[config.mk]
export PLATFORM = sky130hd
export DESIGN_NAME = edb_ctrl
export DESIGN_NICKNAME = d
export VERILOG_FILES = /design/src/hw/rtl/edb_pkg.sv /design/src/hw/rtl/edb_ctrl.sv
export SDC_FILE = /design/constraint.sdc
export NUM_CORES = 1
export LEC_CHECK = 0
export ABC_AREA = 1
export BUFFER_PORTS_ARGS = -buffer_cell sky130_fd_sc_hd__buf_2
export CAP_MARGIN = 30
export CORE_AREA = 2 2 39 41
export CTS_BUF_LIST = sky130_fd_sc_hd__clkbuf_16
export CTS_CLUSTER_DIAMETER = 120
export DETAILED_ROUTE_END_ITERATION = 8
export DIE_AREA = 0 0 41 43
export PLACE_DENSITY = 0.7
export SETUP_SLACK_MARGIN = 0.4
export SYNTH_ARGS = -nofsm -noshare
export SYNTH_HDL_FRONTEND = slang
export SYNTH_SLANG_ARGS = --single-unit
export TNS_END_PERCENT = 10
[constraint.sdc]
create_clock -name clk -period 2 [get_ports clk]
set_clock_uncertainty 0.05 [all_clocks]
set_input_delay 0.2 -clock clk [delete_from_list [all_inputs] [get_ports clk]]
set_output_delay 0.2 -clock clk [all_outputs]
set_load 0.01 [all_outputs]
[src/hw/rtl/edb_pkg.sv]
// Shared types, constants and helper functions of the error diffusion binarizer.
// Used by every module of the block; depends on nothing else.
`default_nettype none

package edb_pkg;

  localparam int SAMP_W     = 8;
  localparam int FRAC_W     = 6;
  localparam int ERR_W      = FRAC_W + 11;
  localparam int WIDE_W     = ERR_W + 7;
  localparam int NUM_CH     = 3;
  localparam int CH_W       = 2;
  localparam int MAX_LW     = 1024;
  localparam int COL_W      = 10;
  localparam int LW_W       = 11;
  localparam int THR_W      = 8;
  localparam int WGT_W      = 4;
  localparam int TOT_W      = 7;
  localparam int MAG_W      = ERR_W + 3;
  localparam int QUO_W      = MAG_W + 1;
  localparam int DIV_STEPS  = MAG_W;
  localparam int STEP_W     = 5;
  localparam int CFG_IDX_W  = 3;
  localparam int CFG_DATA_W = 11;
  localparam int NUM_LANES  = 4;

  localparam logic signed [ERR_W-1:0] ERR_MAX = {1'b0, {(ERR_W-1){1'b1}}};
  localparam logic signed [ERR_W-1:0] ERR_MIN = {1'b1, {(ERR_W-1){1'b0}}};
  localparam logic [SAMP_W+FRAC_W-1:0] WHITE  = (SAMP_W+FRAC_W)'(255 << FRAC_W);

  // Divider lanes: one per neighbour share.
  localparam int LANE_RIGHT      = 0;
  localparam int LANE_DOWN_LEFT  = 1;
  localparam int LANE_DOWN       = 2;
  localparam int LANE_DOWN_RIGHT = 3;

  typedef struct packed {
    logic [SAMP_W-1:0] red_or_gray;
    logic [SAMP_W-1:0] green;
    logic [SAMP_W-1:0] blue;
    logic              frame_start;
  } in_word_t;

  typedef struct packed {
    logic red_or_gray_bit;
    logic green_bit;
    logic blue_bit;
  } out_word_t;

  typedef struct packed {
    logic [THR_W-1:0] threshold;
    logic [LW_W-1:0]  line_width;
    logic             color_mode;
    logic [WGT_W-1:0] weight_right;
    logic [WGT_W-1:0] weight_down_left;
    logic [WGT_W-1:0] weight_down;
    logic [WGT_W-1:0] weight_down_right;
    logic [TOT_W-1:0] weight_total;
  } cfg_t;

  typedef enum logic [CFG_IDX_W-1:0] {
    CFG_THRESHOLD         = 3'd0,
    CFG_LINE_WIDTH        = 3'd1,
    CFG_COLOR_MODE        = 3'd2,
    CFG_WEIGHT_RIGHT      = 3'd3,
    CFG_WEIGHT_DOWN_LEFT  = 3'd4,
    CFG_WEIGHT_DOWN       = 3'd5,
    CFG_WEIGHT_DOWN_RIGHT = 3'd6,
    CFG_WEIGHT_TOTAL      = 3'd7
  } cfg_idx_t;

  typedef enum logic [2:0] {
    ST_IDLE,
    ST_ADJ,
    ST_MUL,
    ST_DIV,
    ST_WRA,
    ST_WRB,
    ST_DONE
  } state_t;

  typedef struct packed {
    logic accept;
    logic adjust;
    logic load;
    logic step;
    logic write_left;
    logic write_here;
    logic next_ch;
    logic finish;
  } cmd_t;

  typedef struct packed {
    logic last_ch;
    logic out_free;
  } sts_t;

  // Clamp a widened signed value to the error range.
  function automatic logic signed [ERR_W-1:0] sat_err(input logic signed [WIDE_W-1:0] v);
    logic signed [ERR_W-1:0] r;
    if (v > WIDE_W'(ERR_MAX)) begin
      r = ERR_MAX;
    end else if (v < WIDE_W'(ERR_MIN)) begin
      r = ERR_MIN;
    end else begin
      r = ERR_W'(v);
    end
    return r;
  endfunction

endpackage

`default_nettype wire

[src/hw/rtl/edb_ctrl.sv]
// Sequencing state machine: steps each pixel through its channels and the divider.
// Depends on edb_pkg.
`default_nettype none

module edb_ctrl (
  input  wire logic          clk,
  input  wire logic          rst_n,
  input  wire logic          in_valid,
  input  wire edb_pkg::sts_t sts,
  output logic               busy,
  output edb_pkg::cmd_t      cmd
);

  edb_pkg::state_t           state_r, state_nxt;
  logic [edb_pkg::STEP_W-1:0] cnt_r, cnt_nxt;

  always_comb begin
    state_nxt = state_r;
    cnt_nxt   = cnt_r;
    unique case (state_r)
      edb_pkg::ST_IDLE: begin
        if (in_valid) state_nxt = edb_pkg::ST_ADJ;
      end
      edb_pkg::ST_ADJ: begin
        state_nxt = edb_pkg::ST_MUL;
      end
      edb_pkg::ST_MUL: begin
        state_nxt = edb_pkg::ST_DIV;
        cnt_nxt   = '0;
      end
      edb_pkg::ST_DIV: begin
        cnt_nxt = cnt_r + 1'b1;
        if (cnt_r == edb_pkg::STEP_W'(edb_pkg::DIV_STEPS - 1)) state_nxt = edb_pkg::ST_WRA;
      end
      edb_pkg::ST_WRA: begin
        state_nxt = edb_pkg::ST_WRB;
      end
      edb_pkg::ST_WRB: begin
        state_nxt = sts.last_ch ? edb_pkg::ST_DONE : edb_pkg::ST_ADJ;
      end
      edb_pkg::ST_DONE: begin
        if (sts.out_free) state_nxt = edb_pkg::ST_IDLE;
      end
      default: begin
        state_nxt = edb_pkg::ST_IDLE;
      end
    endcase
  end

  always_comb begin
    cmd  = '0;
    busy = 1'b1;
    unique case (state_r)
      edb_pkg::ST_IDLE: begin
        busy       = 1'b0;
        cmd.accept = in_valid;
      end
      edb_pkg::ST_ADJ:  cmd.adjust = 1'b1;
      edb_pkg::ST_MUL:  cmd.load = 1'b1;
      edb_pkg::ST_DIV:  cmd.step = 1'b1;
      edb_pkg::ST_WRA:  cmd.write_left = 1'b1;
      edb_pkg::ST_WRB: begin
        cmd.write_here = 1'b1;
        cmd.next_ch    = ~sts.last_ch;
      end
      edb_pkg::ST_DONE: cmd.finish = sts.out_free;
      default: begin
        busy = 1'b1;
      end
    endcase
  end

  always_ff @(posedge clk) begin
    if (!rst_n) begin
      state_r <= edb_pkg::ST_IDLE;
      cnt_r   <= '0;
    end else begin
      state_r <= state_nxt;
      cnt_r   <= cnt_nxt;
    end
  end

  a_accept_starts: assert property (@(posedge clk) disable iff (!rst_n)
    cmd.accept |=> state_r == edb_pkg::ST_ADJ)
    else $error("accepted word did not start the adjust step");

  a_finish_idles: assert property (@(posedge clk) disable iff (!rst_n)
    cmd.finish |=> (state_r == edb_pkg::ST_IDLE && !busy))
    else $error("finished pixel did not return to idle");

  a_div_count: assert property (@(posedge clk) disable iff (!rst_n)
    state_r == edb_pkg::ST_DIV |-> cnt_r < edb_pkg::STEP_W'(edb_pkg::DIV_STEPS))
    else $error("divider step count overran");

endmodule

`default_nettype wire

### Word level (Yosys, flattened, before mapping)

Index checks and enable logic that the tools add are counted.

| word-level totals | value |
|---|---|
| register bits after elaboration | 8 |
| input bits | 5 |
| output and inout bits | 9 |
| logic and storage cells | 31 |

| cells by class | value |
|---|---|
| add/sub/neg operators | 1 |
| eq/ne operators | 10 |
| muxes and demuxes | 14 |
| bitwise logic cells | 1 |
| reductions and logical operators | 3 |

Operators by type and width:

| operator | number |
|---|---|
| 3-bit one-hot mux with 7 select lines | 1 |
| 3-bit two-way mux | 4 |
| 5-bit one-hot mux with 2 select lines | 1 |
| 3-bit == test (second input constant) | 3 |
| 1-bit two-way mux | 7 |
| 3-bit by 2-bit == test with 1-bit output (second input constant) | 2 |
| 2-bit inequality test (second input constant) | 3 |
| 5-bit by 1-bit adder with 5-bit output (second input constant) | 1 |
| 5-bit == test (second input constant) | 1 |
| 3-bit by 1-bit == test with 1-bit output (second input constant) | 1 |
| 3-bit zero test | 1 |
| 3-bit AND reduction | 1 |
| 2-bit two-way mux | 1 |
| 2-bit nonzero test | 1 |
| 1-bit inverter | 1 |

### Depth between registers and ports, before layout

Gate-level depths: netlist of run 1.

| depth | value |
|---|---|
| depth after elaboration | 3 |
| gate-level depth with buffers | 9 |

### Worst setup path after synthesis of run 1

OpenSTA, ideal clock, no wires.

| path | value |
|---|---|
| kind | register -> register |
| from | register state_r[0] |
| to | register state_r[0] |
| library setup time | 0.114 ns |
| data arrival time | 0.982 ns |
| slack | 0.854 ns |
| cell stages (with the launch flop) | 9 |
| period minus slack after synthesis | 1.146 ns |
| cells stage by stage | dfxtp_1 buf_4 nand2_1 nor2_4 nand2_2 nand3_2 nor2_1 nor2_1 nor2_1 |

| between the ends | value |
|---|---|
| longest elaborated chain between the ends | 3 |

RTL lines:

| what | RTL line | source |
|---|---|---|
| start: declaration | edb_ctrl.sv:14 | `edb_pkg::state_t state_r, state_nxt;` |
| start signal: assignment | edb_ctrl.sv:75 | `state_r <= edb_pkg::ST_IDLE;` |
| start signal: assignment | edb_ctrl.sv:78 | `state_r <= state_nxt;` |
| 3-bit by 2-bit == test with 1-bit output (tied with other cells) | edb_ctrl.sv:20 | `unique case (state_r)` |
| 2-bit inequality test (no line) | -- |  |
| 3-bit AND reduction (no line) | -- |  |

Parallel ways exist; a longest one is shown, timed or not.
A chain may end at the register's enable or synchronous reset.

==> parameters.txt, run 1 <==
Parameter                              Value

Route
  Routed via count divided by cell count    4.69
  Number of design-rule violations left by the first detailed-router iteration    11
  Number of iterations in the first detailed-routing pass    4
  Final routed wirelength across all metal layers    1040 um
  Number of design rule violations left after detail routing    0
  Average wire per cell in the routed design    9.66 um
  Remaining antenna violation count    0
  Vias after detailed routing    507

Worst hold path
  Cell depth of the worst min-delay path    3
  Worst Hold Endpoint    cnt_r[2]$_SDFFE_PN0P_
  Min-Delay Path Class    in2reg
  Worst Hold Launch    rst_n

Global routing
  Number of antenna violations at the first check in global routing    0
  Global route overflow    0
  Global router's overall resource usage    0.139
  Largest net degree at the start of global routing    10
  Via count of the first global-routing pass    416
  Wire length of the first global-routing pass    1610 um

Clock tree
  Clock tree from TritonCTS    built
  Number of clock sinks    8
  Number of buffers on the longest clock path    2
  Number of cells upsized or downsized after cts    0
  Clock transition at the registers of the reported paths    40 ps
  Setup bufs post-CTS    0
  Number of buffers inserted for hold repair after clock tree synthesis    0
  Num CTS Buffers    3
  Clock Latency Late Sink    230 ps
  CTS root buffer    sky130_fd_sc_hd__clkbuf_16
  Level count of the clock H-tree    1

Run status
  Run status    complete, no violations

Logic synthesis
  Synthesis Warnings    0
  Gate count of the mapped netlist    77
  Largest cells by area after synthesis    sky130_fd_sc_hd__dfxtp_1 (33%), sky130_fd_sc_hd__nand2_1 (15%), sky130_fd_sc_hd__nor2_1 (11%)
  Combined area of all synthesized cells    484 um2
  Net count after synthesis    83
  Number of distinct standard cells referenced by the synthesized netlist    19
  Biggest area consumer among synthesized cells    sky130_fd_sc_hd__dfxtp_1
  Post-synthesis sequential element count    8
  Proportion of netlist area held by the largest area contributor    0.331
  Average size of a mapped cell    6.29 um2
  Fraction of the yosys area taken by sequential cells    0.331

Layout
  Fraction of layout instances using a drive strength above 1    0.261
  Most common cell after layout, fill and taps aside    sky130_fd_sc_hd__nand2_1
  Util after Layout    0.460
  Commonest cells after routing, fill and taps aside    sky130_fd_sc_hd__nand2_1 (19), sky130_fd_sc_hd__nor2_1 (14), sky130_fd_sc_hd__buf_2 (13)
  Number of antenna cells inserted    0
  Finished layout cell area    637 um2
  Filler Cells Inserted    147
  Combined area of the multi-input logic cells    264 um2
  Final #Nets    100
  Storage cell area    160 um2
  Relative area change from synthesis to final layout    31.5%

Power
  Design Power    973 uW
  Combinational share of power    0.388
  Portion of total power attributed to sequential cells    0.268
  Proportion of total power due to net switching    0.390
  Highest ir drop seen on vdd    0.000602 V
  Ratio of total power to cell area    1530 nW/um2
  Int Pwr    594 uW
  Power share of the clock group    0.344
  Leakage power of the design    0.000352 uW
  P_sw    379 uW

Die
  Die span in y    43 um
  Cell Rows    14
  Initial Utilization    0.350
  Core region area    1380 um2
  Horiz. Die Dim    41 um
  Die Outline Area    1760 um2
  Number of primary I/O pins    14

Worst setup path
  Register-to-register path setup slack    720 ps
  Worst flop-to-flop path startpoint    state_r[0]$_SDFFE_PN0P_
  Worst path required time    1750 ps
  Type of element launching the critical path    flop
  Crit path DAT    1200 ps
  Start-to-end type of the worst setup path    reg2out
  Worst flop-to-flop path endpoint    state_r[0]$_SDFFE_PN0P_
  Depth of the worst register-to-register path    7
  Crit end category    output port
  Crit Path Max Fanout    5

Timing
  Setup repair after global routing missed its margin    no
  Post-layout min period    1450 ps
  Total negative slack for setup checks    0 ps
  Max frequency    0.689 GHz
  Final period util    0.725
  Count of final max-slew check failures    0
  Normalized max-slew margin    0.791
  Final hold violation count    0
  Setup slack of the critical path after layout    549 ps
  Count of endpoints failing setup in the final report    0
  Measured slew at the worst slew-check pin    313 ps

Job
  Max Cap Viol    0

Placed design
  Global placement routability congestion    0.764
  Number of buffer cells added on primary ports    13
  DP HPWL    820 um
  Post-Place Worst Slack    711 ps
  Area of placed instances    562 um2
[worst max-delay path, stage by stage (launching register included)]
cell,delay [ps]
sky130_fd_sc_hd__dfxtp_1,400
sky130_fd_sc_hd__inv_2,80
sky130_fd_sc_hd__nor2_2,180
sky130_fd_sc_hd__nand2_1,130
sky130_fd_sc_hd__inv_1,60
sky130_fd_sc_hd__buf_2,120
[Yosys cell counts, drive strengths merged]
cell     n
nand4    2
a21oi    2
dfxtp    8
ha       1
o21ai    1
xnor2    2
buf      1
inv     14
nor3     3
a31oi    1
nor2    16
nand3    5
a211oi   1
nand2   20
[sequential cells by signal, indices dropped and copies added, names as in the netlist]
register / count
cnt_r: 5
state_r: 3
[cell families after synthesis]
group,Yosys count,share of synthesized area
simple gates,46,0.424
xor+xnor,2,0.0362
fa+ha+maj,1,0.0258
flops,8,0.331
compound gates,5,0.0594
buf+inv,15,0.124
[power groups by stage]
stage	registers, uW	clock network, uW	logic, uW
finish	261	334	378
global route	270	354	435
CTS	261	341	380
detailed placement	264	0	378
global placement	261	0	373
floorplan	234	0	299
[worst max path at each step]
stage,from,end,slack [ps]
2_1_floorplan,state_r[0]$_SDFFE_PN0P_,state_r[0]$_SDFFE_PN0P_,850
3_3_place_gp,state_r[0]$_SDFFE_PN0P_,state_r[0]$_SDFFE_PN0P_,740
3_5_place_dp,state_r[0]$_SDFFE_PN0P_,state_r[0]$_SDFFE_PN0P_,710
4_1_cts,state_r[1]$_SDFFE_PN0P_,cmd[5],540
5_1_grt,state_r[0]$_SDFFE_PN0P_,cmd[4],450
6_report,state_r[1]$_SDFFE_PN0P_,cmd[5],550
[area by class of cell]
class,instances,share of cell area
clock buffer,3,0.118
inverter,14,0.0825
multi-input combinational,54,0.415
sequential,8,0.251
tap,16,0.0314
timing repair buffer,13,0.102
[per-layer routing]
layer | part of all wire | vias to the layer above | global-route usage
met3 | 0.093 | 2 | 0.0471
met5 | 0 | - | 0
met4 | 0.015 | 0 | 0.0800
met1 | 0.46 | 212 | 0.170
li1 | - | 272 | -
met2 | 0.43 | 21 | 0.203
[metrics by stage]
step	std cells	hold slack, ps
floorplan	77	288
global placement	105	426
detailed placement	105	442
CTS	108	204
global route	108	215
finish	108	210
Power figures use the tool's default switching activity.
==> inputs of run 2 (changes only) <==
--- a/config.mk
+++ b/config.mk
@@ -13,7 +13,7 @@
 export CTS_CLUSTER_DIAMETER = 120
 export DETAILED_ROUTE_END_ITERATION = 8
 export DIE_AREA = 0 0 41 43
-export PLACE_DENSITY = 0.7
+export PLACE_DENSITY = 0.73
 export SETUP_SLACK_MARGIN = 0.4
 export SYNTH_ARGS = -nofsm -noshare
 export SYNTH_HDL_FRONTEND = slang
==> constraint.sdc (replaced) <==
create_clock -name clk -period 1.23 [get_ports clk]
set_clock_uncertainty 0.05 [all_clocks]
set_input_delay 0.123 -clock clk [delete_from_list [all_inputs] [get_ports clk]]
set_output_delay 0.123 -clock clk [all_outputs]
set_load 0.01 [all_outputs]
==> run 2 against run 1 <==
Compared with the run above: final cell count up 5.6%; critical endpoint is now cmd[4]; highest routed layer is now met3; clock power rose by 60%; sequential share of layout area is 1.5 points lower; core utilization is 8.8 points higher; setup slack worse by 530 ps; critical path depth shrank 1; via count is 8.3% higher; register-to-register slack worse by 650 ps; critical path type unchanged; first-iteration DRC count is 45% lower; die area is the same.
==> parameters.txt, run 2 (synthesis gave the netlist of run 1 again) <==
Parameter                              Value

Run status
  Run status    complete, no violations

Power
  Highest ir drop seen on vdd    0.00159 V
  Design Power    1870 uW
  Power share of the clock group    0.285
  Int Pwr    1160 uW
  Proportion of total power due to net switching    0.381
  Leakage power of the design    0.000396 uW
  P_sw    714 uW
  Combinational share of power    0.450
  Ratio of total power to cell area    2470 nW/um2
  Portion of total power attributed to sequential cells    0.264

Worst setup path
  Longest individual stage delay on the worst path    390 ps
  Critical path's slowest cell    sky130_fd_sc_hd__dfxtp_4
  Worst path required time    1060 ps
  Crit path DAT    1040 ps
  Crit Path Max Fanout    7
  Register-to-register path setup slack    70 ps
  Start-to-end type of the worst setup path    reg2out
  Crit end category    output port
  Type of element launching the critical path    flop
  Critical Path, Cell by Cell    nand2_4 -> nor2_4 -> buf_6 -> buf_2

Global routing
  Via count of the first global-routing pass    496
  Global route overflow    0
  Number of antenna violations at the first check in global routing    0
  Largest net degree at the start of global routing    8
  Global router's overall resource usage    0.149
  Wire length of the first global-routing pass    1850 um

Timing
  Normalized max-slew margin    0.874
  Post-layout min period    1210 ps
  Final hold violation count    0
  Min Hold Slack    129 ps
  Measured slew at the worst slew-check pin    189 ps
  Setup repair after global routing missed its margin    yes
  Total negative slack for setup checks    0 ps
  Final period util    0.985
  Count of final max-slew check failures    0
  Count of endpoints failing setup in the final report    0
  Max frequency    0.825 GHz

Layout
  Finished layout cell area    758 um2
  Most common cell after layout, fill and taps aside    sky130_fd_sc_hd__nand2_1
  Largest registers    cnt_r (5), state_r (3)
  Storage cell area    179 um2
  Final #Nets    106
  Combined area of the multi-input logic cells    309 um2
  Commonest cells after routing, fill and taps aside    sky130_fd_sc_hd__nand2_1 (16), sky130_fd_sc_hd__buf_2 (12), sky130_fd_sc_hd__inv_1 (10), sky130_fd_sc_hd__nor2_1 (10)
  Number of flip-flops in the largest register    5
  Largest Register    cnt_r
  Relative area change from synthesis to final layout    56.6%
  Number of antenna cells inserted    0
  Fraction of layout instances using a drive strength above 1    0.439
  Filler Cells Inserted    133

Job
  Max Cap Viol    0

Placed design
  Area of placed instances    584 um2
  Number of buffer cells added on primary ports    13
  Global placement routability congestion    0.696
  DP HPWL    822 um

Die
  Die span in y    43 um
  Cell Rows    14
  Die Outline Area    1760 um2
  Core region area    1380 um2
  Initial Utilization    0.350
  Number of primary I/O pins    14
  Horiz. Die Dim    41 um

Clock tree
  Level count of the clock H-tree    1
  Num CTS Buffers    3
  Number of buffers inserted for hold repair after clock tree synthesis    0
  Clock transition at the registers of the reported paths    40 ps
  Number of clock sinks    8
  Clock tree from TritonCTS    built
  Number of buffers on the longest clock path    2
  CTS root buffer    sky130_fd_sc_hd__clkbuf_16
  Clock Latency Late Sink    230 ps

Route
  Routed via count divided by cell count    4.82
  Remaining antenna violation count    0
  Number of design rule violations left after detail routing    0
  Number of design-rule violations left by the first detailed-router iteration    6
  Number of iterations in the first detailed-routing pass    4
  Final routed wirelength across all metal layers    1160 um
  Average wire per cell in the routed design    10.1 um
  Vias after detailed routing    549

Worst hold path
  Min-Delay Path Class    in2reg
run 2: power by group through the flow:
stage / registers [uW] / logic [uW] / clock network [uW]
after global routing: 512 / 941 / 570
after global placement: 454 / 619 / 0
after CTS: 485 / 769 / 544
after floorplan: 405 / 513 / 0
final: 496 / 844 / 535
after detailed placement: 458 / 631 / 0
run 2: critical path, delay by kind of cell, from the launching register on:
kind                   cells  cell delay, ps
and+or+nand+nor            2             170
DFF                        1             390
buffers and inverters      2             240
run 2: area by class of cell:
cell class              count  area share
flip-flops and latches      8       0.236
repair buffers             19       0.158
inverters                  14      0.0726
multi-input cells          54       0.408
clock buffers               3      0.0990
well taps                  16      0.0264
run 2: stage by stage:
step | setup WS [ps] | std cells | utilization
after floorplan | 102 | 77 | -
after CTS | 8.36 | 113 | 0.515
final | 18.5 | 114 | 0.548
after global routing | -36.5 | 114 | 0.548
after detailed placement | 22.9 | 106 | 0.422
after global placement | 66.5 | 106 | 0.422
run 2: what timing repair did:
item,4_1_cts,5_1_grt
endpoints found under the hold margin,0,0
setup endpoints to repair,17,17
gates resized for setup,8,10
pin swaps,3,8
gates cloned,0,0
buffers inserted,4,1
run 2: worst paths after layout:
| path | startpoint | end | cells past startpoint |
|---|---|---|---|
| setup / recovery | state_r[0]$_SDFFE_PN0P_ | cmd[4] | 4 |
| hold / removal | rst_n | state_r[2]$_SDFFE_PN0P_ | 3 |
| setup reg to reg | cnt_r[1]$_SDFFE_PN0P_ | state_r[2]$_SDFFE_PN0P_ | 8 |
| hold reg to reg | cnt_r[0]$_SDFFE_PN0P_ | cnt_r[0]$_SDFFE_PN0P_ | 1 |
run 2: metal layers:
metal | track usage | vias up | part of all wire
met5 | 0 | - | 0
met4 | 0.0200 | 0 | 0
met3 | 0.0628 | 0 | 0.048
met2 | 0.259 | 10 | 0.56
met1 | 0.162 | 258 | 0.39
li1 | - | 281 | -
==> inputs of run 3 (changes only) <==
--- a/config.mk
+++ b/config.mk
@@ -13,7 +13,7 @@
 export CTS_CLUSTER_DIAMETER = 120
 export DETAILED_ROUTE_END_ITERATION = 8
 export DIE_AREA = 0 0 41 43
-export PLACE_DENSITY = 0.73
+export PLACE_DENSITY = 0.7
 export SETUP_SLACK_MARGIN = 0.4
 export SYNTH_ARGS = -nofsm -noshare
 export SYNTH_HDL_FRONTEND = slang
==> constraint.sdc (replaced) <==
create_clock -name clk -period 1.4 [get_ports clk]
set_clock_uncertainty 0.05 [all_clocks]
set_input_delay 0.14 -clock clk [delete_from_list [all_inputs] [get_ports clk]]
set_output_delay 0.14 -clock clk [all_outputs]
set_load 0.01 [all_outputs]
==> run 3 against run 2 <==
Compared with the run above: combinational power shrank 18%; first-iteration DRC count increased by 50%; final cell count decreased by 1.8%; via count fell by 0.18%; die area stayed put; register-to-register slack better by 160 ps; setup slack better by 160 ps; wire length up 6.0%; clock power fell by 11%.
==> parameters.txt, run 3 (synthesis gave the netlist of run 1 again) <==
Parameter                              Value

Placed design
  Placed cells    105
  Post-Place Worst Slack    173 ps
  DP HPWL    826 um
  Number of buffer cells added on primary ports    13
  Area of placed instances    577 um2
  Global placement routability congestion    0.728

Die
  Number of primary I/O pins    14
  Initial Utilization    0.350
  Cell Rows    14
  Die span in y    43 um
  Die Outline Area    1760 um2
  Core region area    1380 um2
  Horiz. Die Dim    41 um

Global routing
  Largest net degree at the start of global routing    8
  Global route overflow    0
  Global router's overall resource usage    0.168
  Number of antenna violations at the first check in global routing    0
  Via count of the first global-routing pass    485
  Wire length of the first global-routing pass    1940 um

Worst setup path
  Depth of the worst register-to-register path    8
  Setup crit start    state_r[0]$_SDFFE_PN0P_
  Worst setup path end    cmd[2]
  Crit path DAT    1030 ps
  Worst flop-to-flop path startpoint    cnt_r[0]$_SDFFE_PN0P_
  Worst path required time    1210 ps
  Crit Path Max Fanout    6
  Worst flop-to-flop path endpoint    state_r[2]$_SDFFE_PN0P_
  Register-to-register path setup slack    230 ps
  Crit end category    output port
  Start-to-end type of the worst setup path    reg2out
  Type of element launching the critical path    flop

Power
  Leakage power of the design    0.000392 uW
  Ratio of total power to cell area    2170 nW/um2
  Highest ir drop seen on vdd    0.00124 V

Worst hold path
  Min-Delay Path Class    in2reg

Layout
  Number of antenna cells inserted    0
  Fraction of layout instances using a drive strength above 1    0.427
  Final #Nets    104
  Finished layout cell area    739 um2
  Most common cell after layout, fill and taps aside    sky130_fd_sc_hd__nand2_1
  Largest registers    cnt_r (5), state_r (3)
  Number of standard cells in the layout, taps in and fillers out    112
  Util after Layout    0.534
  Largest Register    cnt_r
  Commonest cells after routing, fill and taps aside    sky130_fd_sc_hd__nand2_1 (17), sky130_fd_sc_hd__buf_2 (13), sky130_fd_sc_hd__nor2_1 (11)
  Relative area change from synthesis to final layout    52.7%
  Number of flip-flops in the largest register    5

Timing
  Normalized max-slew margin    0.874
  Setup repair after global routing missed its margin    yes
  Max frequency    0.818 GHz
  Post-layout min period    1220 ps
  Setup slack of the critical path after layout    177 ps
  Final hold violation count    0
  Count of endpoints failing setup in the final report    0
  Final period util    0.873
  Count of final max-slew check failures    0
  Measured slew at the worst slew-check pin    188 ps
  Total negative slack for setup checks    0 ps

Clock tree
  Clock tree from TritonCTS    built
  Number of buffers on the longest clock path    2
  Num CTS Buffers    3
  CTS root buffer    sky130_fd_sc_hd__clkbuf_16
  Clock transition at the registers of the reported paths    40 ps
  Number of clock sinks    8
  Level count of the clock H-tree    1
  Clock Latency Late Sink    230 ps

Route
  Number of design-rule violations left by the first detailed-router iteration    9
  Highest Signal Layer    met4
  Met3 Wirelength    78 um
  Vias after detailed routing    548
  Remaining antenna violation count    0
  Final routed wirelength across all metal layers    1230 um
  Met2 Wirelength    650 um
  Routed via count divided by cell count    4.89
  Number of iterations in the first detailed-routing pass    4
  Metal-1 WL    460 um
  Number of design rule violations left after detail routing    0
  Average wire per cell in the routed design    10.9 um

Run status
  Run status    complete, no violations

Job
  Max Cap Viol    0
[run 3: final cells by class]
type / instances / area, um2
fillers: 133 / 644
inverters: 14 / 55.1
flip-flops and latches: 8 / 176
clock buffers: 3 / 75.1
repair buffers: 17 / 98.8
well taps: 16 / 20.0
multi-input cells: 54 / 314
[run 3: per-layer routing]
| metal | vias up | global-route usage |
|---|---|---|
| met3 | 4 | 0.0314 |
| met5 | - | 0 |
| li1 | 278 | - |
| met1 | 246 | 0.172 |
| met2 | 20 | 0.281 |
| met4 | 0 | 0.120 |
[run 3: worst min-delay path by stage]
stage / start / end / slack (ps) / cells after the start
after detailed placement: rst_n / state_r[2]$_SDFFE_PN0P_ / 390 / 3
after global placement: rst_n / state_r[2]$_SDFFE_PN0P_ / 380 / 3
after floorplan: rst_n / state_r[2]$_SDFFE_PN0P_ / 230 / 2
after CTS: rst_n / state_r[2]$_SDFFE_PN0P_ / 140 / 3
final: rst_n / state_r[2]$_SDFFE_PN0P_ / 150 / 3
after global routing: rst_n / state_r[2]$_SDFFE_PN0P_ / 170 / 3
[run 3: power by group]
group	switching [uW]	internal, uW
clock network	110	368
logic	393	298
registers	128	310
[run 3: repair_timing]
action	CTS	global route
pin swaps	2	3
buffers inserted	2	2
gates resized for setup	12	6
setup endpoints to repair	16	17
hold buffers	0	0
[run 3: critical path, stage by stage, from the launching register on]
cell and delay, ps:
sky130_fd_sc_hd__dfxtp_4 390, sky130_fd_sc_hd__inv_1 80, sky130_fd_sc_hd__nor3_1 170, sky130_fd_sc_hd__buf_2 160
[run 3: through the flow]
stage	total power, uW	hold WS [ps]
after floorplan	807	227
after global placement	938	377
after detailed placement	949	385
after CTS	1550	143
after global routing	1730	175
final	1610	148
